File: src/hdl/pesb_ram.sv
// Generic single-write, single-read synchronous RAM with a registered read.
// No dependencies.
`default_nettype none

module pesb_ram #(
  parameter int WIDTH = 8,
  parameter int DEPTH = 256
) (
  input  wire logic                     clk_i,
  input  wire logic                     we_i,
  input  wire logic [$clog2(DEPTH)-1:0] waddr_i,
  input  wire logic [WIDTH-1:0]         wdata_i,
  input  wire logic [$clog2(DEPTH)-1:0] raddr_i,
  output logic      [WIDTH-1:0]         rdata_o
);

  logic [WIDTH-1:0] mem_q [DEPTH];

  always_ff @(posedge clk_i) begin
    if (we_i) begin
      mem_q[waddr_i] <= wdata_i;
    end
    rdata_o <= mem_q[raddr_i];
  end

endmodule

`default_nettype wire
File: config.mk
export PLATFORM = sky130hd
export DESIGN_NAME = pesb_ram
export DESIGN_NICKNAME = d
export VERILOG_FILES = /design/src/hdl/pesb_ram.sv
export SDC_FILE = /design/constraint.sdc
export NUM_CORES = 2
export LEC_CHECK = 0
export BUFFER_PORTS_ARGS = -buffer_cell sky130_fd_sc_hd__buf_2
export CORE_UTILIZATION = 40
export CTS_BUF_LIST = sky130_fd_sc_hd__clkbuf_8
export DETAILED_ROUTE_END_ITERATION = 6
export GPL_TIMING_DRIVEN = 0
export PLACE_DENSITY_LB_ADDON = 0.1
export SYNTH_ARGS = -nofsm -noshare
export SYNTH_HDL_FRONTEND = slang
export SYNTH_SLANG_ARGS = --single-unit
File: constraint.sdc
create_clock -name clk_i -period 6.68 [get_ports clk_i]
set_input_delay 1.336 -clock clk_i [delete_from_list [all_inputs] [get_ports clk_i]]
set_output_delay 1.336 -clock clk_i [all_outputs]
set_load 0.005 [all_outputs]
==> impl_metrics.env <==
export IMPL_layout_nets=4171
export IMPL_worstHoldStart="wdata_i[3]"
export IMPL_fmax_mhz=176
export IMPL_ant_nets=0
export IMPL_tightestPinTransition_ps=1510
export IMPL_design_area_mm2=0.0899
export IMPL_clk_path_buf_depth=4
export IMPL_clk_latency_ps=1030
export IMPL_maxCapViolations=2
export IMPL_via_count=41900
export IMPL_io_buffers=26
export IMPL_drt_iter0_markers=5853
export IMPL_dieArea_mm2=0.201
export IMPL_wl_um=267000
export IMPL_timing_final_ws_setup_ps=990
export IMPL_status="complete, but fails checks"
export IMPL_ys_seq_area_frac=0.775
export IMPL_drive_gt1_frac=0.239
export IMPL_syn_to_final_growth_pct=13.0
export IMPL_vdd_ir_drop_max_v=0.000152
export IMPL_hold_path_class="primary input to flip-flop"
export IMPL_stdcell_count=7053
export IMPL_cts_setup_buffers=0
export IMPL_die_y_um=448
export IMPL_holdBufCountCts=0
export IMPL_dp_slack_ps=208
export IMPL_syn_inst=3733
export IMPL_synth_seq_cells=2056
export IMPL_core_rowCount=163
export IMPL_reg2reg_slack_ps=2620
export IMPL_drt_pre_antenna_iters=6
export IMPL_cts_root_buf="clkbuf_8"
export IMPL_switching_power_uw=6260
export IMPL_avgSynthCellArea_um2=21.3
export IMPL_skew_ps=38.8
export IMPL_holdWs_ps=532
export IMPL_synth_top_area_frac=0.773
export IMPL_cts_sinks=2056
export IMPL_hold_viol_final=0
export IMPL_seqPwrFrac=0.546
export IMPL_setup_viol=0
export IMPL_wl_per_cell_um=37.9
export IMPL_place_inst=6426
export IMPL_comb_power_share=0.061
export IMPL_grt_ovfl_total=0
export IMPL_crit_arrival_ps=6490
export IMPL_antenna_found_initial=24
export IMPL_whs_path_depth=1
export IMPL_cts_tree="done"
export IMPL_syn_area_mm2=0.0796
export IMPL_p_int_uw=19800
export IMPL_multi_input_comb_area_mm2=0.0165
export IMPL_slew_violations=10
export IMPL_finalWeightedCongestion=0.891
export IMPL_r2r_start="mem_q[211][5]$_DFFE_PP_"
export IMPL_ys_flop_type="edfxtp_1"
export IMPL_die_width_um=448
export IMPL_postPlaceCellArea_mm2=0.0838
export IMPL_ys_warn_count=0
export IMPL_grt_pass1_vias=41500
export IMPL_reg2reg_depth=6
export IMPL_slew_headroom=-0.00336
export IMPL_fin_crit_sh=0.852
export IMPL_h_tree_depth=5
export IMPL_path_clk_slew_ps=60
export IMPL_synth_top_cells_by_area="edfxtp_1, mux4_2, mux2i_1"
export IMPL_rsz0062_at_grt="no"
export IMPL_pin_count=34
export IMPL_fin_crit_ps=5690
export IMPL_leakagePower_uw=0.0281
export IMPL_cp_data_required_time_ps=7480
export IMPL_grt_max_degree=149
export IMPL_reg2reg_to="rdata_o[5]$_DFF_P_"
export IMPL_violations="capacitance limit, slew limit"
export IMPL_grt_pass1_wl_um=360000
export IMPL_n_fill_cell=17000
export IMPL_drc=0
export IMPL_path_max_fanout=10
export IMPL_place_hpwl_um=180000
export IMPL_p_clk_frac=0.393
export IMPL_vias_per_cell=5.94
export IMPL_yosys_area_top_type="edfxtp_1"
export IMPL_cts_made_buffers=357
export IMPL_switching_share=0.240
export IMPL_grt_util_all_layers=0.268
export IMPL_synthesis_nets=3759
export IMPL_regArea_mm2=0.0617
export IMPL_hold_end="mem_q[119][3]$_DFFE_PP_"
export IMPL_synth_edf_count=2048
export IMPL_power_density_mw_per_mm2=290
export IMPL_synth_cell_types=55
export IMPL_core_area_mm2=0.197
export IMPL_crit_type="primary input to flip-flop"
export IMPL_end_kind="flip-flop"
export IMPL_start_util=0.403
export IMPL_post_cts_resized=0
export IMPL_fin_util=0.455
export IMPL_synth_async_reset_ratio=0
export IMPL_start_kind="primary input"
## worst max-delay path by stage
stage          cells past startpoint       start                  to  slack (ps)
2_1_floorplan                      9  raddr_i[0]  rdata_o[2]$_DFF_P_        3410
3_3_place_gp                       9  raddr_i[1]  rdata_o[5]$_DFF_P_        -370
3_5_place_dp                       9  raddr_i[4]  rdata_o[3]$_DFF_P_         210
4_1_cts                            9  raddr_i[4]  rdata_o[3]$_DFF_P_        1360
5_1_grt                            7  raddr_i[3]  rdata_o[1]$_DFF_P_        1390
6_report                           7  raddr_i[3]  rdata_o[1]$_DFF_P_         990
## flip-flops by register name (all words and copies together), names as in the netlist
name	flops
mem_q	2048
rdata_o	8
## cell families (layout without fill, tap and decap cells)
| kind of cell | Yosys count | count (layout) | share of synthesized area |
|---|---|---|---|
| and+or+nand+nor | 466 | 466 | 0.0263 |
| other | 0 | 24 | 0 |
| buffers and inverters | 235 | 891 | 0.0183 |
| AOI/OAI and AO/OA | 385 | 385 | 0.0342 |
| DFF | 2056 | 2056 | 0.775 |
| muxes | 591 | 591 | 0.146 |
## cells in the final DEF (no fill, tap or decap), types with 31 or more instances in the layout
| cell type | count |
|---|---|
| o221ai_1 | 46 |
| clkinv_1 | 73 |
| nor2_1 | 282 |
| mux4_2 | 454 |
| a21oi_1 | 96 |
| nand3_1 | 34 |
| a22oi_1 | 133 |
| inv_1 | 135 |
| nand2_1 | 33 |
| mux2i_1 | 134 |
| edfxtp_1 | 2048 |
| clkbuf_1 | 89 |
| clkbuf_8 | 370 |
| buf_2 | 54 |
| nor2b_1 | 31 |
## per-layer routing
metal	wire length, um	vias to the layer above	global-route usage
met5	27	-	0
met4	8950	4	0.0952
met3	21000	447	0.0555
met2	125000	2089	0.415
met1	112000	22700	0.376
li1	-	16600	-
## through the flow
step	TNS [ps]	power [uW]
after floorplan	0	15200
after global placement	-1420	16100
after detailed placement	0	16100
after CTS	0	26200
after global routing	0	26700
final	0	26100
## final cells by class
class | count | share of cell area
timing repair buffer | 53 | 0.00974
antenna | 24 | 0.000668
multi-input combinational | 1442 | 0.183
tap | 2640 | 0.0367
clock inverter | 233 | 0.0105
buffer | 233 | 0.0165
sequential | 2056 | 0.686
inverter | 2 | 0.0000835
clock buffer | 370 | 0.0566
## critical path: stages
cell and delay, ps:
buf_2 170, clkbuf_1 1030, clkbuf_1 1170, a21oi_1 640
a21oi_1 790, nor4_1 110, nor4_1 1220
## power groups by stage
stage               clock, uW  sequential (uW)  combinational, uW
floorplan                   0            14500                691
CTS                     10400            14200               1590
global route            10900            14200               1630
finish                  10200            14200               1590
global placement            0            14600               1530
detailed placement          0            14500               1580
## cell usage after synthesis, types with 28 or more instances
cell,count
a21oi_1,96
a22oi_1,133
buf_2,31
clkbuf_1,111
edfxtp_1,2048
mux2i_1,134
mux4_2,454
nand2_1,33
nand3_1,34
nor2_1,282
nor2b_1,31
o221ai_1,46
o22ai_1,28
Note: power is estimated with default switching activity, not from simulation.
